`src/sv/ipv4fwd_pkg.sv`:
```
// ----------------------------------------------------------------------------
// ipv4fwd_pkg
// Shared types, codes and helpers of the IPv4 forwarding header update block.
// ----------------------------------------------------------------------------
package ipv4fwd_pkg;

   localparam int WORD_W    = 32;
   localparam int VB_W      = 3;
   localparam int VERDICT_W = 3;
   localparam int CSR_W     = 8;
   localparam int CSR_IDX_W = 1;

   localparam logic [CSR_IDX_W-1:0] CSR_MIN_TTL  = 1'd0;
   localparam logic [CSR_IDX_W-1:0] CSR_DEST_ADD = 1'd1;

   localparam logic [CSR_W-1:0] MIN_TTL_RESET  = 8'd2;
   localparam logic [CSR_W-1:0] DEST_ADD_RESET = 8'd1;

   localparam logic [15:0] ETHTYPE_IPV4 = 16'h0800;
   localparam logic [15:0] ETHTYPE_ARP  = 16'h0806;
   localparam logic [15:0] ETHTYPE_IPV6 = 16'h86DD;

   localparam int ETH_HDR_BYTES  = 14;
   localparam int MIN_IPV4_BYTES = 34;
   localparam int HDR_END_RESET  = 74;
   localparam int CSUM_OFFSET    = 24;

   localparam logic [VB_W-1:0] FULL_WORD_BYTES = 3'd4;

   typedef enum logic [VERDICT_W-1:0] {
      VERDICT_FORWARD    = 3'd0,
      VERDICT_OTHER_TYPE = 3'd1,
      VERDICT_ARP_IPV6   = 3'd2,
      VERDICT_SHORT      = 3'd3,
      VERDICT_BAD_CSUM   = 3'd4,
      VERDICT_TTL_LOW    = 3'd5
   } verdict_type;

   typedef struct packed {
      logic hold_acc;
      logic judge;
      logic rd_issue;
      logic out_held;
      logic pass_acc;
      logic restart;
   } dp_cmd_type;

   typedef struct packed {
      logic hdr_done;
      logic rd_fin;
      logic frame_last;
      logic out_free;
      logic in_last;
   } dp_sts_type;

   // Ones'-complement add of two halfwords into a folded 16-bit sum.
   function automatic logic [15:0] ones_add(input logic [15:0] acc,
                                            input logic [15:0] a,
                                            input logic [15:0] b);
      logic [17:0] s;
      logic [16:0] s1;
      s  = {2'b00, acc} + {2'b00, a} + {2'b00, b};
      s1 = {1'b0, s[15:0]} + {15'd0, s[17:16]};
      return s1[15:0] + {15'd0, s1[16]};
   endfunction

endpackage

```
`src/sv/ipv4fwd_req_if.sv`:
```
// ----------------------------------------------------------------------------
// ipv4fwd_req_if
// Frame word channel into the block: valid/ready with word payload.
// ----------------------------------------------------------------------------
interface ipv4fwd_req_if import ipv4fwd_pkg::*; ();
   logic              valid;
   logic              ready;
   logic [WORD_W-1:0] word;
   logic [VB_W-1:0]   valid_bytes;
   logic              frame_end;

   modport source (output valid, word, valid_bytes, frame_end, input ready);
   modport sink   (input valid, word, valid_bytes, frame_end, output ready);
endinterface

```
`src/sv/ipv4fwd_rsp_if.sv`:
```
// ----------------------------------------------------------------------------
// ipv4fwd_rsp_if
// Frame word channel out of the block: valid/ready with word and verdict.
// ----------------------------------------------------------------------------
interface ipv4fwd_rsp_if import ipv4fwd_pkg::*; ();
   logic                 valid;
   logic                 ready;
   logic [WORD_W-1:0]    out_word;
   logic [VB_W-1:0]      out_valid_bytes;
   logic                 out_last;
   logic [VERDICT_W-1:0] verdict;

   modport source (output valid, out_word, out_valid_bytes, out_last, verdict,
                   input ready);
   modport sink   (input valid, out_word, out_valid_bytes, out_last, verdict,
                   output ready);
endinterface

```
`src/sv/ipv4_forward_header_update.sv`:
```
// ----------------------------------------------------------------------------
// ipv4_forward_header_update
// IPv4 forwarding header update: TTL decrement, destination rewrite and
// checksum regeneration on a 32-bit Ethernet frame word stream.
// ----------------------------------------------------------------------------
// Each frame's leading words are held in a HOLD_WORDS-deep RAM until the IPv4
// header is complete (at least 34 bytes, up to 14 + 4*IHL), the frame ends,
// the ethertype shows a non-IPv4 frame, or the RAM fills. While words are held
// one word is taken per cycle and the original and patched header checksums
// are summed as they arrive. A judge state then settles the verdict, after
// which the held words are drained one by one (RAM read, then output register
// load) while the input is stalled; the rest of the frame then passes through
// at one word per cycle while the output register is free. Forwarded frames
// carry TTL - 1, destination bytes plus csr dest_add and a fresh checksum;
// other frames pass unchanged. The verdict code rides on the last word of each
// frame.
module ipv4_forward_header_update import ipv4fwd_pkg::*; #(
   parameter int HOLD_WORDS = 19
) (
   input  logic                 clock,
   input  logic                 reset,
   ipv4fwd_req_if.sink          req_bus,
   ipv4fwd_rsp_if.source        rsp_bus,
   input  logic                 csr_write_enable,
   input  logic [CSR_IDX_W-1:0] csr_index,
   input  logic [CSR_W-1:0]     csr_write_data
);

   logic [CSR_W-1:0] min_ttl_ff;
   logic [CSR_W-1:0] dest_add_ff;

   dp_cmd_type cmd;
   dp_sts_type sts;

   // Configuration registers; the user must write them only between transactions, the block does not enforce it.
   always_ff @(posedge clock) begin
      if (reset) begin
         min_ttl_ff  <= MIN_TTL_RESET;
         dest_add_ff <= DEST_ADD_RESET;
      end else if (csr_write_enable) begin
         unique case (csr_index)
            CSR_MIN_TTL:  min_ttl_ff  <= csr_write_data;
            CSR_DEST_ADD: dest_add_ff <= csr_write_data;
            default: ;
         endcase
      end
   end

   // Sequence hold, judge, drain and pass-through phases.
   ipv4fwd_ctrl u_ctrl (
      .clock     (clock),
      .reset     (reset),
      .req_valid (req_bus.valid),
      .req_ready (req_bus.ready),
      .sts       (sts),
      .cmd       (cmd)
   );

   // Hold buffer, checksum sums, verdict and the output register.
   ipv4fwd_dp #(
      .HOLD_WORDS (HOLD_WORDS)
   ) u_dp (
      .clock           (clock),
      .reset           (reset),
      .cmd             (cmd),
      .sts             (sts),
      .in_word         (req_bus.word),
      .in_valid_bytes  (req_bus.valid_bytes),
      .in_frame_end    (req_bus.frame_end),
      .min_ttl         (min_ttl_ff),
      .dest_add        (dest_add_ff),
      .out_ready       (rsp_bus.ready),
      .out_valid       (rsp_bus.valid),
      .out_word        (rsp_bus.out_word),
      .out_valid_bytes (rsp_bus.out_valid_bytes),
      .out_last        (rsp_bus.out_last),
      .out_verdict     (rsp_bus.verdict)
   );

endmodule

```
`src/sv/ipv4fwd_ram.sv`:
```
// ----------------------------------------------------------------------------
// ipv4fwd_ram
// Generic single-write, single-read RAM with registered read data.
// ----------------------------------------------------------------------------
module ipv4fwd_ram #(
   parameter int WIDTH = 32,
   parameter int DEPTH = 19
) (
   input  logic                     clock,
   input  logic                     wr_en,
   input  logic [$clog2(DEPTH)-1:0] wr_addr,
   input  logic [WIDTH-1:0]         wr_data,
   input  logic                     rd_en,
   input  logic [$clog2(DEPTH)-1:0] rd_addr,
   output logic [WIDTH-1:0]         rd_data
);

   logic [WIDTH-1:0] mem [DEPTH];
   logic [WIDTH-1:0] rd_data_ff;

   always_ff @(posedge clock) begin
      if (wr_en) begin
         mem[wr_addr] <= wr_data;
      end
      if (rd_en) begin
         rd_data_ff <= mem[rd_addr];
      end
   end

   assign rd_data = rd_data_ff;

endmodule

```
`src/sv/ipv4fwd_ctrl.sv`:
```
// ----------------------------------------------------------------------------
// ipv4fwd_ctrl
// Sequencer: hold header words, judge, drain held words, pass the rest.
// ----------------------------------------------------------------------------
module ipv4fwd_ctrl import ipv4fwd_pkg::*; (
   input  logic       clock,
   input  logic       reset,
   input  logic       req_valid,
   output logic       req_ready,
   input  dp_sts_type sts,
   output dp_cmd_type cmd
);

   typedef enum logic [4:0] {
      ST_HOLD  = 5'b00001,
      ST_JUDGE = 5'b00010,
      ST_READ  = 5'b00100,
      ST_LOAD  = 5'b01000,
      ST_PASS  = 5'b10000
   } state_type;

   state_type state_ff, state_in;

   always_comb begin
      state_in  = state_ff;
      cmd       = '0;
      req_ready = 1'b0;
      unique case (state_ff)
         ST_HOLD: begin
            req_ready    = 1'b1;
            cmd.hold_acc = req_valid;
            if (req_valid && sts.hdr_done) begin
               state_in = ST_JUDGE;
            end
         end
         ST_JUDGE: begin
            cmd.judge = 1'b1;
            state_in  = ST_READ;
         end
         ST_READ: begin
            cmd.rd_issue = 1'b1;
            state_in     = ST_LOAD;
         end
         ST_LOAD: begin
            if (sts.out_free) begin
               cmd.out_held = 1'b1;
               if (!sts.rd_fin) begin
                  state_in = ST_READ;
               end else if (sts.frame_last) begin
                  cmd.restart = 1'b1;
                  state_in    = ST_HOLD;
               end else begin
                  state_in = ST_PASS;
               end
            end
         end
         ST_PASS: begin
            req_ready    = sts.out_free;
            cmd.pass_acc = req_valid && sts.out_free;
            if (cmd.pass_acc && sts.in_last) begin
               cmd.restart = 1'b1;
               state_in    = ST_HOLD;
            end
         end
         default: begin
            state_in = ST_HOLD;
         end
      endcase
   end

   always_ff @(posedge clock) begin
      if (reset) begin
         state_ff <= ST_HOLD;
      end else begin
         state_ff <= state_in;
      end
   end

endmodule

```
`src/sv/ipv4fwd_dp.sv`:
```
// ----------------------------------------------------------------------------
// ipv4fwd_dp
// Datapath: hold buffer, running checksums, verdict and output register.
// ----------------------------------------------------------------------------
module ipv4fwd_dp import ipv4fwd_pkg::*; #(
   parameter int HOLD_WORDS = 19
) (
   input  logic                 clock,
   input  logic                 reset,
   input  dp_cmd_type           cmd,
   output dp_sts_type           sts,
   input  logic [WORD_W-1:0]    in_word,
   input  logic [VB_W-1:0]      in_valid_bytes,
   input  logic                 in_frame_end,
   input  logic [CSR_W-1:0]     min_ttl,
   input  logic [CSR_W-1:0]     dest_add,
   input  logic                 out_ready,
   output logic                 out_valid,
   output logic [WORD_W-1:0]    out_word,
   output logic [VB_W-1:0]      out_valid_bytes,
   output logic                 out_last,
   output logic [VERDICT_W-1:0] out_verdict
);

   localparam int ADDR_W = $clog2(HOLD_WORDS);
   localparam int IDX_W  = $clog2(HOLD_WORDS + 1);
   localparam int BYTE_W = $clog2(4 * HOLD_WORDS + 1);

   // Word slots of the header fields that are read or patched.
   localparam int W_TYPE    = 3;
   localparam int W_TTL     = 5;
   localparam int W_CSUM    = 6;
   localparam int W_DEST_LO = 7;
   localparam int W_DEST_HI = 8;

   logic [IDX_W-1:0]    idx_ff;
   logic [BYTE_W-1:0]   hdr_end_ff;
   logic [15:0]         acc_orig_ff;
   logic [15:0]         acc_mod_ff;
   logic [BYTE_W-1:0]   bytes_ff;
   logic [VB_W-1:0]     eff_ff;
   logic                last_ff;
   logic [15:0]         type_ff;
   logic [3:0]          ihl_ff;
   logic [7:0]          ttl_ff;
   logic [15:0]         csum_ff;
   verdict_type         verdict_ff;
   logic [ADDR_W-1:0]   rd_idx_ff;
   logic                out_valid_ff;
   logic [WORD_W-1:0]   out_word_ff;
   logic [VB_W-1:0]     out_vb_ff;
   logic                out_last_ff;
   logic [VERDICT_W-1:0] out_verdict_ff;

   logic [VB_W-1:0]   eff;
   logic [WORD_W-1:0] mask;
   logic [WORD_W-1:0] word_m;
   logic [BYTE_W-1:0] bytes_new;
   logic [IDX_W-1:0]  idx_new;
   logic              at_type, at_ttl, at_dest_lo, at_dest_hi;
   logic [3:0]        ihl_now;
   logic [15:0]       type_now;
   logic [BYTE_W-1:0] lim, lim_clamp, hdr_end_now;
   logic [BYTE_W-1:0] off_hi, off_lo;
   logic              in_hi, in_lo;
   logic [15:0]       hw_hi, hw_lo, hwm_hi, hwm_lo;
   logic [7:0]        ttl_dec;
   verdict_type       verdict_now;
   logic [WORD_W-1:0] ram_q;
   logic [WORD_W-1:0] held_word;
   logic              fwd;

   // Effective byte count and masking of the incoming word.
   always_comb begin
      eff = FULL_WORD_BYTES;
      if (in_frame_end && in_valid_bytes >= VB_W'(1) && in_valid_bytes <= FULL_WORD_BYTES) begin
         eff = in_valid_bytes;
      end
      unique case (eff)
         VB_W'(1): mask = 32'hFF00_0000;
         VB_W'(2): mask = 32'hFFFF_0000;
         VB_W'(3): mask = 32'hFFFF_FF00;
         default:  mask = 32'hFFFF_FFFF;
      endcase
   end

   assign word_m    = in_word & mask;
   assign bytes_new = BYTE_W'({idx_ff, 2'b00}) + BYTE_W'(eff);
   assign idx_new   = idx_ff + IDX_W'(1);

   assign at_type    = (idx_ff == IDX_W'(W_TYPE));
   assign at_ttl     = (idx_ff == IDX_W'(W_TTL));
   assign at_dest_lo = (idx_ff == IDX_W'(W_DEST_LO));
   assign at_dest_hi = (idx_ff == IDX_W'(W_DEST_HI));

   assign ihl_now  = at_type ? word_m[11:8] : ihl_ff;
   assign type_now = at_type ? word_m[31:16] : type_ff;

   // Header extent and checksum coverage of this word's two halfwords.
   always_comb begin
      lim       = BYTE_W'(ETH_HDR_BYTES) + BYTE_W'({ihl_now, 2'b00});
      lim_clamp = (lim < BYTE_W'(MIN_IPV4_BYTES)) ? BYTE_W'(MIN_IPV4_BYTES) : lim;
      hdr_end_now = hdr_end_ff;
      if (bytes_new >= BYTE_W'(ETH_HDR_BYTES + 1) && type_now == ETHTYPE_IPV4) begin
         hdr_end_now = lim_clamp;
      end
      off_hi = BYTE_W'({idx_ff, 2'b00});
      off_lo = off_hi + BYTE_W'(2);
      in_hi  = off_hi >= BYTE_W'(ETH_HDR_BYTES) && off_hi < lim &&
               off_hi != BYTE_W'(CSUM_OFFSET);
      in_lo  = off_lo >= BYTE_W'(ETH_HDR_BYTES) && off_lo < lim &&
               off_lo != BYTE_W'(CSUM_OFFSET);
      ttl_dec = word_m[15:8] - 8'd1;
      hwm_lo  = word_m[15:0];
      if (at_ttl) begin
         hwm_lo = {ttl_dec, word_m[7:0]};
      end else if (at_dest_lo) begin
         hwm_lo = {word_m[15:8] + dest_add, word_m[7:0] + dest_add};
      end
      hwm_hi = word_m[31:16];
      if (at_dest_hi) begin
         hwm_hi = {word_m[31:24] + dest_add, word_m[23:16] + dest_add};
      end
      hw_hi  = in_hi ? word_m[31:16] : 16'd0;
      hw_lo  = in_lo ? word_m[15:0] : 16'd0;
      hwm_hi = in_hi ? hwm_hi : 16'd0;
      hwm_lo = in_lo ? hwm_lo : 16'd0;
   end

   // Verdict from the fully held header.
   always_comb begin
      priority if (bytes_ff < BYTE_W'(ETH_HDR_BYTES)) begin
         verdict_now = VERDICT_OTHER_TYPE;
      end else if (type_ff == ETHTYPE_ARP || type_ff == ETHTYPE_IPV6) begin
         verdict_now = VERDICT_ARP_IPV6;
      end else if (type_ff != ETHTYPE_IPV4) begin
         verdict_now = VERDICT_OTHER_TYPE;
      end else if (bytes_ff < BYTE_W'(MIN_IPV4_BYTES)) begin
         verdict_now = VERDICT_SHORT;
      end else if (~acc_orig_ff != csum_ff) begin
         verdict_now = VERDICT_BAD_CSUM;
      end else if (ttl_ff < min_ttl) begin
         verdict_now = VERDICT_TTL_LOW;
      end else begin
         verdict_now = VERDICT_FORWARD;
      end
   end

   ipv4fwd_ram #(
      .WIDTH (WORD_W),
      .DEPTH (HOLD_WORDS)
   ) u_hold_ram (
      .clock   (clock),
      .wr_en   (cmd.hold_acc),
      .wr_addr (idx_ff[ADDR_W-1:0]),
      .wr_data (word_m),
      .rd_en   (cmd.rd_issue),
      .rd_addr (rd_idx_ff),
      .rd_data (ram_q)
   );

   // Patch the held header words of a forwarded frame on the way out.
   assign fwd = (verdict_ff == VERDICT_FORWARD);

   always_comb begin
      held_word = ram_q;
      if (fwd) begin
         if (rd_idx_ff == ADDR_W'(W_TTL)) begin
            held_word[15:8] = ttl_ff - 8'd1;
         end else if (rd_idx_ff == ADDR_W'(W_CSUM)) begin
            held_word[31:16] = ~acc_mod_ff;
         end else if (rd_idx_ff == ADDR_W'(W_DEST_LO)) begin
            held_word[15:8] = ram_q[15:8] + dest_add;
            held_word[7:0]  = ram_q[7:0] + dest_add;
         end else if (rd_idx_ff == ADDR_W'(W_DEST_HI)) begin
            held_word[31:24] = ram_q[31:24] + dest_add;
            held_word[23:16] = ram_q[23:16] + dest_add;
         end
      end
   end

   always_comb begin
      sts.hdr_done = in_frame_end ||
                     (bytes_new >= BYTE_W'(ETH_HDR_BYTES) && type_now != ETHTYPE_IPV4) ||
                     bytes_new >= hdr_end_now ||
                     idx_new >= IDX_W'(HOLD_WORDS);
      sts.rd_fin     = (IDX_W'(rd_idx_ff) + IDX_W'(1) == idx_ff);
      sts.frame_last = last_ff;
      sts.out_free   = !out_valid_ff || out_ready;
      sts.in_last    = in_frame_end;
   end

   // Control registers.
   always_ff @(posedge clock) begin
      if (reset) begin
         idx_ff       <= '0;
         hdr_end_ff   <= BYTE_W'(HDR_END_RESET);
         acc_orig_ff  <= '0;
         acc_mod_ff   <= '0;
         verdict_ff   <= VERDICT_FORWARD;
         rd_idx_ff    <= '0;
         out_valid_ff <= 1'b0;
      end else begin
         if (cmd.restart) begin
            idx_ff      <= '0;
            hdr_end_ff  <= BYTE_W'(HDR_END_RESET);
            acc_orig_ff <= '0;
            acc_mod_ff  <= '0;
         end else if (cmd.hold_acc) begin
            idx_ff      <= idx_new;
            hdr_end_ff  <= hdr_end_now;
            acc_orig_ff <= ones_add(acc_orig_ff, hw_hi, hw_lo);
            acc_mod_ff  <= ones_add(acc_mod_ff, hwm_hi, hwm_lo);
         end
         if (cmd.judge) begin
            verdict_ff <= verdict_now;
            rd_idx_ff  <= '0;
         end else if (cmd.out_held && !sts.rd_fin) begin
            rd_idx_ff <= rd_idx_ff + ADDR_W'(1);
         end
         if (cmd.out_held || cmd.pass_acc) begin
            out_valid_ff <= 1'b1;
         end else if (out_ready) begin
            out_valid_ff <= 1'b0;
         end
      end
   end

   // Payload registers.
   always_ff @(posedge clock) begin
      if (cmd.hold_acc) begin
         bytes_ff <= bytes_new;
         eff_ff   <= eff;
         last_ff  <= in_frame_end;
         if (at_type) begin
            type_ff <= word_m[31:16];
            ihl_ff  <= word_m[11:8];
         end
         if (at_ttl) begin
            ttl_ff <= word_m[15:8];
         end
         if (idx_ff == IDX_W'(W_CSUM)) begin
            csum_ff <= word_m[31:16];
         end
      end
      if (cmd.out_held) begin
         out_word_ff    <= held_word;
         out_vb_ff      <= sts.rd_fin ? eff_ff : FULL_WORD_BYTES;
         out_last_ff    <= sts.rd_fin && last_ff;
         out_verdict_ff <= (sts.rd_fin && last_ff) ? verdict_ff : VERDICT_FORWARD;
      end else if (cmd.pass_acc) begin
         out_word_ff    <= word_m;
         out_vb_ff      <= eff;
         out_last_ff    <= in_frame_end;
         out_verdict_ff <= in_frame_end ? verdict_ff : VERDICT_FORWARD;
      end
   end

   assign out_valid       = out_valid_ff;
   assign out_word        = out_word_ff;
   assign out_valid_bytes = out_vb_ff;
   assign out_last        = out_last_ff;
   assign out_verdict     = out_verdict_ff;

endmodule

```
`src/flat_wrapper.sv`:
```
// flat-port wrapper written by rule: the top's interface ports become plain ports
module ipv4_forward_header_update_flat import ipv4fwd_pkg::*;
#(
   parameter int HOLD_WORDS = 19
)
  (clock, reset, csr_write_enable, csr_index, csr_write_data, req_bus_valid, req_bus_word, req_bus_valid_bytes, req_bus_frame_end, req_bus_ready, rsp_bus_valid, rsp_bus_out_word, rsp_bus_out_valid_bytes, rsp_bus_out_last, rsp_bus_verdict, rsp_bus_ready);
  ipv4fwd_req_if req_bus_i ();
  ipv4fwd_rsp_if rsp_bus_i ();
  input  logic clock;
  input  logic reset;
  input  logic csr_write_enable;
  input  logic [CSR_IDX_W-1:0] csr_index;
  input  logic [CSR_W-1:0] csr_write_data;
  input wire logic [$bits(req_bus_i.valid)-1:0] req_bus_valid;
  input wire logic [$bits(req_bus_i.word)-1:0] req_bus_word;
  input wire logic [$bits(req_bus_i.valid_bytes)-1:0] req_bus_valid_bytes;
  input wire logic [$bits(req_bus_i.frame_end)-1:0] req_bus_frame_end;
  output wire logic [$bits(req_bus_i.ready)-1:0] req_bus_ready;
  output wire logic [$bits(rsp_bus_i.valid)-1:0] rsp_bus_valid;
  output wire logic [$bits(rsp_bus_i.out_word)-1:0] rsp_bus_out_word;
  output wire logic [$bits(rsp_bus_i.out_valid_bytes)-1:0] rsp_bus_out_valid_bytes;
  output wire logic [$bits(rsp_bus_i.out_last)-1:0] rsp_bus_out_last;
  output wire logic [$bits(rsp_bus_i.verdict)-1:0] rsp_bus_verdict;
  input wire logic [$bits(rsp_bus_i.ready)-1:0] rsp_bus_ready;
  assign req_bus_i.valid = req_bus_valid;
  assign req_bus_i.word = req_bus_word;
  assign req_bus_i.valid_bytes = req_bus_valid_bytes;
  assign req_bus_i.frame_end = req_bus_frame_end;
  assign req_bus_ready = req_bus_i.ready;
  assign rsp_bus_valid = rsp_bus_i.valid;
  assign rsp_bus_out_word = rsp_bus_i.out_word;
  assign rsp_bus_out_valid_bytes = rsp_bus_i.out_valid_bytes;
  assign rsp_bus_out_last = rsp_bus_i.out_last;
  assign rsp_bus_verdict = rsp_bus_i.verdict;
  assign rsp_bus_i.ready = rsp_bus_ready;
  ipv4_forward_header_update #(.HOLD_WORDS(HOLD_WORDS)) u_core (.clock(clock), .reset(reset), .req_bus(req_bus_i), .rsp_bus(rsp_bus_i), .csr_write_enable(csr_write_enable), .csr_index(csr_index), .csr_write_data(csr_write_data));
endmodule
```
`config.mk`:
```
export PLATFORM = sky130hd
export DESIGN_NAME = ipv4_forward_header_update_flat
export DESIGN_NICKNAME = d
export VERILOG_FILES = /design/src/sv/ipv4fwd_pkg.sv /design/src/sv/ipv4fwd_req_if.sv /design/src/sv/ipv4fwd_rsp_if.sv /design/src/sv/ipv4_forward_header_update.sv /design/src/sv/ipv4fwd_ram.sv /design/src/sv/ipv4fwd_ctrl.sv /design/src/sv/ipv4fwd_dp.sv /design/src/flat_wrapper.sv
export SDC_FILE = /design/constraint.sdc
export NUM_CORES = 1
export LEC_CHECK = 0
export BUFFER_PORTS_ARGS = -buffer_cell sky130_fd_sc_hd__buf_2
export CORE_AREA = 2 2 358 183
export CTS_BUF_LIST = sky130_fd_sc_hd__clkbuf_4
export CTS_CLUSTER_DIAMETER = 120
export DETAILED_ROUTE_END_ITERATION = 10
export DIE_AREA = 0 0 360 185
export MAX_ROUTING_LAYER = met4
export PLACE_DENSITY_LB_ADDON = 0.1
export SYNTH_ARGS = -nofsm -noshare
export SYNTH_HDL_FRONTEND = slang
export SYNTH_HIERARCHICAL = 1
export SYNTH_SLANG_ARGS = --single-unit
```
`constraint.sdc`:
```
create_clock -name clock -period 10.5 [get_ports clock]
set_clock_uncertainty 0.1 [all_clocks]
set_input_delay 0.525 -clock clock [delete_from_list [all_inputs] [get_ports clock]]
set_output_delay 0.525 -clock clock [all_outputs]
set_load 0.02 [all_outputs]
```
-- After elaboration in Yosys (flattened, before gate mapping)
Memory sizes are Yosys's and may differ from the RTL's. A register that Yosys moved wholly into a read port is not among the register bits.
Cells that the tools add are included.
- register bits: 168
- latch bits: 0
- RAM bits: 608
- memory bits (read-only): 0
- output and inout port bits: 41
- word-level logic and storage cells: 184
- memories kept: 1
- memory list (name ; words ; bits a word ; rd ports ; clocked after Yosys merged registers in ; wr ports ; line ; source):
    u_core.u_dp.u_hold_ram.mem ; 19 ; 32 ; 1 ; 1 ; 1 ; ipv4fwd_ram.sv:18 ; logic [WIDTH-1:0] mem [DEPTH];
- add/sub/neg operators: 23
- multiply operators: 0
- div/mod/pow operators: 0
- magnitude comparators: 14
- equal/unequal tests: 29
- shifts and indexed selects: 0
- muxes and demuxes: 61
- bitwise gates (word level): 4
- reductions and logical operators: 31
- operators by type and width (cell ; count):
    16-bit 2-to-1 mux ; 14
    32-bit 2-to-1 mux ; 3
    24-bit case mux with 3 select lines ; 1
    8-bit adder ; 8
    3-bit 2-to-1 mux ; 14
    17-bit by 16-bit adder with 18-bit output ; 2
    5-bit by 3-bit equality test with 1-bit output (second input constant) ; 7
    16-bit by 16-bit adder with 17-bit output ; 2
    16-bit by 2-bit adder with 17-bit output ; 2
    16-bit by 1-bit adder with 16-bit output ; 2
    32-bit bitwise AND ; 1
    16-bit by 12-bit equality test with 1-bit output (second input constant) ; 2
    16-bit by 12-bit inequality test with 1-bit output (second input constant) ; 2
    16-bit NOT ; 2
    7-bit by 4-bit >= comparator with 1-bit output (second input constant) ; 4
    5-bit 2-to-1 mux ; 5
    5-bit case mux with 5 select lines ; 1
    16-bit equality test (second input constant) ; 1
    1-bit 2-to-1 mux ; 16
    8-bit 2-to-1 mux ; 2
    16-bit inequality test ; 1
    8-bit by 1-bit subtractor with 8-bit output (second input constant) ; 2
    5-bit by 4-bit equality test with 1-bit output (second input constant) ; 3
    7-bit by 6-bit < comparator with 1-bit output (second input constant) ; 2
    other kinds (32) ; 63

-- Logic depth before layout (Yosys ltp)
Gate-level depths: netlist (run 1).
- word-level depth: 18
- depth in mapped cells: 46
- depth with buffers taken out: 45

-- Cells and area by module
Netlist (run 1), hierarchy kept.
- modules (own cells, without submodules) (module ; times used ; cells an instance ; area an instance (sq um) ; seq. area each (sq um)):
    ipv4fwd_ram ; 1 ; 1080 ; 24454.7 ; 19218.4
    ipv4fwd_dp ; 1 ; 1645 ; 13983.4 ; 3823.7
    ipv4_forward_header_update ; 1 ; 65 ; 673.1 ; 320.3
    ipv4fwd_ctrl ; 1 ; 48 ; 386.6 ; 100.1

-- Worst setup path after synthesis (run 1)
Ideal clock, no wire load.
- kind: register to register
- from: reg u_core.u_dp.idx_ff[1]
- to: reg u_core.u_dp.acc_mod_ff[15]
- setup time: 122 ps
- arrival time: 8363 ps
- required time: 10278 ps
- path slack: 1915 ps
- stages on the path, launching flop included: 39
- buffers on the path: 4
- period minus slack after synthesis: 8585 ps
- cell sequence: dfxtp_1 > ha_1 > or4b_4 > buf_2 > clkbuf_1 > a21oi_1 > xnor2_1 > ha_1 > a221o_1 > a311o_1 > clkbuf_1 > nor2_1 > fa_1 > ha_1 > clkbuf_1 > o21a_1 > a211oi_1 > or4_1 > [... 3 more ...] > nand2_1 > a21oi_1 > xnor2_1 > ha_1 > inv_1 > fa_1 > and3b_1 > nand3_1 > nor3_1 > nand4_1 > nor2_1 > ha_1 > nand4_1 > nor2_1 > nand3b_1 > nor3_1 > a211oi_1 > a311o_1
- longest elaborated chain between the ends: 11
- elaborated cells on any way between the ends: 31
- those cells by class: add/sub: 6; order compare: 4; eq/ne: 7; mux: 9; reduce/logical: 5
- RTL lines (element ; line ; source):
    start, declared ; ipv4fwd_dp.sv:36 ; logic [IDX_W-1:0] idx_ff;
    start signal, assigned ; ipv4fwd_dp.sv:210 ; idx_ff <= idx_new;
    5-bit by 2-bit equality test with 1-bit output ; ipv4fwd_dp.sv:91 ; assign at_type = (idx_ff == IDX_W'(W_TYPE));
    4-bit 2-to-1 mux ; - ;
    4-bit by 6-bit adder with 7-bit output ; ipv4fwd_dp.sv:101 ; lim = BYTE_W'(ETH_HDR_BYTES) + BYTE_W'({ihl_now, 2'b00});
    7-bit < comparator ; ipv4fwd_dp.sv:109 ; in_hi = off_hi >= BYTE_W'(ETH_HDR_BYTES) && off_hi < lim &&
    1-bit logical AND (2 in a row) ; ipv4fwd_dp.sv:109 ;
    16-bit 2-to-1 mux ; ipv4fwd_dp.sv:126 ; hwm_hi = in_hi ? hwm_hi : 16'd0;
    16-bit by 16-bit adder with 17-bit output ; ipv4fwd_pkg.sv:62 ; s = {2'b00, acc} + {2'b00, a} + {2'b00, b};
    17-bit by 16-bit adder with 18-bit output ; ipv4fwd_pkg.sv:62 ;
    16-bit by 2-bit adder with 17-bit output ; ipv4fwd_pkg.sv:63 ; s1 = {1'b0, s[15:0]} + {15'd0, s[17:16]};
    16-bit by 1-bit adder with 16-bit output ; ipv4fwd_pkg.sv:64 ; return s1[15:0] + {15'd0, s1[16]};
    end signal, assigned ; ipv4fwd_dp.sv:213 ; acc_mod_ff <= ones_add(acc_mod_ff, hwm_hi, hwm_lo);
    end, declared ; ipv4fwd_dp.sv:39 ; logic [15:0] acc_mod_ff;
Several ways; a longest one is shown, not always the timed one.
A chain may end at the register's enable or synchronous reset.

-- Worst setup path after layout (run 1)
- from: reg u_core.u_dp.idx_ff[0]
- to: reg u_core.u_dp.acc_orig_ff[4]
- longest elaborated chain between the ends: 11
- elaborated cells on any way between the ends: 25
- those cells by class: add/sub: 6; order compare: 4; eq/ne: 4; mux: 6; reduce/logical: 5
- RTL lines (element ; line ; source):
    5-bit by 2-bit equality test with 1-bit output ; ipv4fwd_dp.sv:91 ;
    4-bit 2-to-1 mux ; - ;
    4-bit by 6-bit adder with 7-bit output ; ipv4fwd_dp.sv:101 ;
    7-bit < comparator ; ipv4fwd_dp.sv:109 ;
    1-bit logical AND (2 in a row) ; ipv4fwd_dp.sv:109 ;
    16-bit 2-to-1 mux ; ipv4fwd_dp.sv:124 ; hw_hi = in_hi ? word_m[31:16] : 16'd0;
    16-bit by 16-bit adder with 17-bit output ; ipv4fwd_pkg.sv:62 ;
    17-bit by 16-bit adder with 18-bit output ; ipv4fwd_pkg.sv:62 ;
    16-bit by 2-bit adder with 17-bit output ; ipv4fwd_pkg.sv:63 ;
    16-bit by 1-bit adder with 16-bit output ; ipv4fwd_pkg.sv:64 ;
    end signal, assigned ; ipv4fwd_dp.sv:212 ; acc_orig_ff <= ones_add(acc_orig_ff, hw_hi, hw_lo);
    end, declared ; ipv4fwd_dp.sv:38 ; logic [15:0] acc_orig_ff;
Several ways; a longest one is shown, not always the timed one.

==> results.toml, run 1 <==
[run_status]
outcome = "finished, final reports clean"

[timing]
final.period_utilization = 0.929
setup_tns_ns = 0
fmax_mhz = 103
min_period_ns = 9.76
slew_headroom = 0.205
worst_pin_slew_ns = 1.18
finalSetupViolCount = 0
hold_viol_final = 0
fin_ws_ns = 0.744
slew_viol_final = 0
rsz0062_at_grt = "true"

[worst_setup_path]
required_ns = 11.21
startpoint_type = "register"
crit_slowest_cell = "a311o_1"
crit_buf_inv = 2
cp_common_cell = "ha_1"
crit_arrival_ns = 10.46
setup.worst_path.class = "reg -> reg"
cp_top_family = "adder cells"
cp_max_fo = 16
end_kind = "register"
max_stage_delay_ns = 0.60

[power_and_ir_drop]
peakVddDrop_mv = 0.119
total_leakage_power_uw = 0.0157
power.density_mw_per_mm2 = 152

[cts]
cts_setup_buffers = 0
htreeDepth = 4
cts_root_buf = "clkbuf_4"
numCtsBuffers = 176
cts.clk_slew.worst_paths_ns = 0.08
cts.sinks = 806
insertion_delay_ns = 1.00
clock_tree.buffer_depth = 3
tritoncts = "yes"

[route]
via_count = 26506
dr_wl_met3_mm = 16.3
post-route-drc-count = 0
wl_mm = 114
viasPerCell = 6.48
routed.top_layer = "met4"
detail-route-antenna-nets = 0
met1_length_mm = 50.6
wl_met2_mm = 45.3
wl_per_cell_um = 27.9
drt_iter0_markers = 3624
drt-pass1-iter-count = 7

[synthesis]
synth_edf_count = 732
ys.warnings.count = 6
syn_inst = 2838
synthTopCellsByArea = "edfxtp_1 (56%), mux4_2 (4.3%), ha_1 (3.9%), dfxtp_1 (3.8%), mux4_1 (3.5%)"
postSynthAreaPerCell_um2 = 13.9
ys_async_sr_fraction = 0
synth_largest_area_cell = "edfxtp_1"
synth.most_common_cell = "edfxtp_1"
synth_top_area_frac = 0.557
ys.flop_type = "edfxtp_1"
ys_seq_area_frac = 0.594
syn-num-nets = 3056
synth_commonest_cells = "edfxtp_1 (732), nor2_1 (214), nand2_1 (181), ha_1 (124), a21oi_1 (121)"
ys_seq_elements = 806
syn_area_mm2 = 0.0395
synth_cell_types = 95

[flow_run]
cap_viol_max_count = 0

[floorplan]
die_w_um = 360
pin_count = 91
start_util = 0.619
core_area_mm2 = 0.0638
die_y_um = 185
rows = 66
die-area_mm2 = 0.0666

[final_layout]
final_cells = 4089
regArea_mm2 = 0.0235
syn2layout_area_growth_pct = 11.1
multi_input_area_mm2 = 0.0152
nets = 3336
fin_util = 0.687
num-fill-cells = 4418
drive_gt1_frac = 0.194

[grt]
grt_overflow = 0
antenna_found_initial = 5
grt_pass1_wl_mm = 165
grt_max_degree = 76
track_usage = 0.356
grt_pass1_vias = 25183

[placed_design]
place_ws_ns = 0.769
hpwl_mm = 74.5
placedCellCount = 3741
portBuffers = 90
gp_congestion = 1.02

[min_path]
hold_path_class = "in -> reg"
[kinds of logic after synthesis]
kind of cell               share of synthesized area
AOI/OAI and AO/OA                             0.0875
xor gates and xnor gates                      0.0322
adders and majority gates                     0.0621
buffers and inverters                         0.0269
DFF                                            0.594
muxes                                          0.113
and+or+nand+nor                               0.0841
[cell type report]
cell class / instances / area share
diodes: 6 / 0.000342
clock buffers: 251 / 0.0429
clock inverters: 42 / 0.00542
inverters: 118 / 0.0103
multi-input cells: 1791 / 0.346
flip-flops and latches: 806 / 0.535
well taps: 850 / 0.0242
repair buffers: 223 / 0.0357
repair inverters: 2 / 0.000228
[metal layers]
layer	global-route usage	vias to the layer above
li1	-	11559
met5	-	-
met2	0.458	1625
met3	0.130	169
met4	0.0802	0
met1	0.535	13153
[tightest hold or removal path, stage by stage]
cell and delay [ns]:
buf_2 0.12, nand2_1 0.12, o21ai_0 0.18
[per-stage QoR]
step | cell area (um^2) | hold WS [ns] | power, uW
3_3_place_gp | 41200 | 0.348 | 4320
6_report | 43900 | 0.0883 | 6660
2_1_floorplan | 39500 | 0.316 | 4080
4_1_cts | 43800 | 0.0189 | 6670
3_5_place_dp | 41200 | 0.347 | 4330
5_1_grt | 43900 | 0.0603 | 6910
[path summary, 6_finish.rpt]
check	start	slack [ns]	cells after the start	to
setup reg to reg	u_core/u_dp/idx_ff[0]$_SDFFE_PP0P_	0.74	36	u_core/u_dp/acc_orig_ff[4]$_SDFFE_PP0P_
hold reg to reg	u_core/u_dp/hdr_end_ff[1]$_SDFFE_PP1P_	0.37	1	u_core/u_dp/hdr_end_ff[1]$_SDFFE_PP1P_
setup / recovery	u_core/u_dp/idx_ff[0]$_SDFFE_PP0P_	0.74	36	u_core/u_dp/acc_orig_ff[4]$_SDFFE_PP0P_
hold / removal	req_bus_word[4]	0.09	3	u_core/u_dp/out_word[4]$_DFFE_PP_
[sequential cells by signal (all words and copies together) (netlist names), 16 cells and up]
signal                          cells
u_core/u_dp/u_hold_ram/mem        608
u_core/u_dp/csum_ff                16
u_core/u_dp/out_word               32
u_core/u_dp/acc_mod_ff             16
u_core/u_dp/acc_orig_ff            16
u_core/u_dp/u_hold_ram/rd_data     32
u_core/u_dp/type_ff                16
[cells in the final DEF (no fill, tap or decap), types with 18 or more instances in the layout]
| cell type | n |
|---|---|
| a21o_1 | 30 |
| inv_1 | 113 |
| nand2_1 | 179 |
| nand3_1 | 51 |
| nor2_4 | 21 |
| o21bai_1 | 22 |
| mux4_2 | 76 |
| a22oi_1 | 41 |
| and3_1 | 22 |
| nand4_1 | 18 |
| a21oi_1 | 121 |
| nand2b_1 | 38 |
| dfxtp_1 | 70 |
| xor2_1 | 58 |
| nor3_1 | 29 |
| edfxtp_1 | 732 |
| buf_4 | 86 |
| mux2_2 | 33 |
| nor2_1 | 189 |
| clkinv_1 | 31 |
| o21ai_0 | 112 |
| xnor2_1 | 82 |
| a211oi_1 | 29 |
| clkbuf_4 | 251 |
| mux2i_1 | 101 |
| buf_2 | 90 |
| nor2b_1 | 22 |
| mux4_1 | 52 |
| o211ai_1 | 31 |
| dlygate4sd3_1 | 47 |
| o21ai_1 | 37 |
| ha_1 | 124 |
| fa_1 | 44 |
[repair_timing]
item | CTS | global route
setup endpoints to repair | 0 | 21
endpoints found under the hold margin | 212 | 0
gates resized for setup | 0 | 12
hold buffers | 47 | 0
[report_power, final]
group / leakage [uW] / internal (uW) / switching, uW
Clock: 0.00127 / 1140 / 1210
Combinational: 0.00716 / 233 / 439
Sequential: 0.00724 / 3580 / 55.3
Total: 0.0157 / 4950 / 1700
Power figures use the tool's default switching activity.
==> run 2: changes to the inputs <==
- BUFFER_PORTS_ARGS: -buffer_cell sky130_fd_sc_hd__buf_2 -> unset
- DONT_BUFFER_PORTS: unset -> 1
==> results.toml, run 2 (synthesis gave the netlist of run 1 again) <==
[min_path]
hold_path_class = "in -> reg"
whs_path_depth = 4
min_from = "req_bus_frame_end"
hold_end = "u_core/u_dp/ihl_ff[2]$_DFFE_PP_"

[cts]
clock_tree.buffer_depth = 3
numCtsBuffers = 174
cts.sinks = 806
tritoncts = "yes"
insertion_delay_ns = 0.96
cts_root_buf = "clkbuf_4"
htreeDepth = 4
cts.clk_slew.worst_paths_ns = 0.07

[final_layout]
nets = 3241
fin_util = 0.681
final_cell_mix = "edfxtp_1 (732), clkbuf_4 (250), nor2_1 (192)"
syn2layout_area_growth_pct = 10.1
largest_reg_flops = 608
top_register = "u_core/u_dp/u_hold_ram/mem"
drive_gt1_frac = 0.172
final_cells = 4010
design_area_mm2 = 0.0435
final_common_cell = "edfxtp_1"

[timing]
final.period_utilization = 0.944
fmax_mhz = 101
min_period_ns = 9.91
finalSetupViolCount = 0
hold_viol_final = 0
slew_headroom = 0.214
worst_pin_slew_ns = 1.17
slew_viol_final = 0
setup_tns_ns = 0

[worst_setup_path]
setup.worst_path.class = "in -> reg"
max_stage_delay_ns = 0.66
startpoint_type = "input port"
end_kind = "register"
required_ns = 11.24
crit_arrival_ns = 10.64
rr_startpoint = "u_core/u_dp/idx_ff[1]$_SDFFE_PP0P_"
cp_max_fo = 22
crit_slowest_cell = "dlygate4sd3_1"
r2r_end = "u_core/u_dp/acc_orig_ff[14]$_SDFFE_PP0P_"
reg2reg_slack_ns = 0.61
reg2regPathDepth = 36
crit_path_start = "req_bus_frame_end"

[grt]
grt_overflow = 0
grt_pass1_wl_mm = 169
grt_max_degree = 76
antenna_found_initial = 10
grt_pass1_vias = 24946
track_usage = 0.368

[floorplan]
die_y_um = 185
core_area_mm2 = 0.0638
die_w_um = 360
pin_count = 91
rows = 66
start_util = 0.619
die-area_mm2 = 0.0666

[route]
wl_per_cell_um = 29.5
drt-pass1-iter-count = 6
wl_mm = 118
viasPerCell = 6.59
via_count = 26423
drt_iter0_markers = 4007
detail-route-antenna-nets = 0
post-route-drc-count = 0

[placed_design]
gp_congestion = 1.01
dpl_cell_area_mm2 = 0.0407
placedCellCount = 3639
portBuffers = 0
hpwl_mm = 75.5

[power_and_ir_drop]
power.density_mw_per_mm2 = 155
total_leakage_power_uw = 0.0153
peakVddDrop_mv = 0.124
power_uw = 6730

[flow_run]
cap_viol_max_count = 0

[run_status]
outcome = "finished, final reports clean"
==> run 2: where the power goes <==
group	internal, uW	switching, uW	total (uW)
combinational	227	442	668
sequential	3580	59.6	3640
clock	1170	1240	2420
==> run 2: through the flow <==
step | hold WS [ns] | worst slack [ns]
CTS | 0.00852 | 0.448
global route | 0.0710 | -0.0347
global placement | 0.331 | 0.809
detailed placement | 0.335 | 0.477
finish | 0.119 | 0.592
floorplan | 0.316 | 1.91
==> run 2: timing repair <==
item / CTS / global route
endpoints found under the hold margin: 299 / 0
resized for setup: 0 / 16
endpoints found under the setup margin: 0 / 22
hold buffers: 52 / 0
setup buffers: 0 / 3
==> run 2: area by class of cell <==
type,instances,area (um^2)
well taps,850,1060
fillers,4488,20300
diodes,7,17.5
clock buffers,250,1880
clock inverters,56,325
repair buffers,129,1100
inverters,118,457
multi-input cells,1791,15200
flip-flops and latches,806,23500
repair inverters,3,15.0
==> run 2: worst max-delay path: cells and delay by family <==
family	cells	cell delay [ns]
compound gates	10	1.70
mux	1	0.24
buf+inv	5	1.86
simple gates	16	3.83
xor+xnor	2	0.25
fa+ha+maj	6	2.19
==> run 2: worst max path at each step <==
stage	end	slack (ns)	cells after the start
finish	u_core/u_dp/acc_mod_ff[15]$_SDFFE_PP0P_	0.59	40
global route	u_core/u_dp/acc_mod_ff[15]$_SDFFE_PP0P_	-0.03	40
floorplan	u_core/u_dp/acc_mod_ff[15]$_SDFFE_PP0P_	1.91	38
CTS	u_core/u_dp/acc_mod_ff[15]$_SDFFE_PP0P_	0.45	43
detailed placement	u_core/u_dp/acc_orig_ff[14]$_SDFFE_PP0P_	0.48	35
global placement	u_core/u_dp/acc_orig_ff[14]$_SDFFE_PP0P_	0.81	36
==> run 2: metal layers <==
metal	vias to the layer above	wire length (um)	track usage
met1	13208	52500	0.569
met2	1681	45900	0.459
met5	-	0	-
met4	0	2160	0.0844
met3	168	17600	0.127
li1	11366	-	-
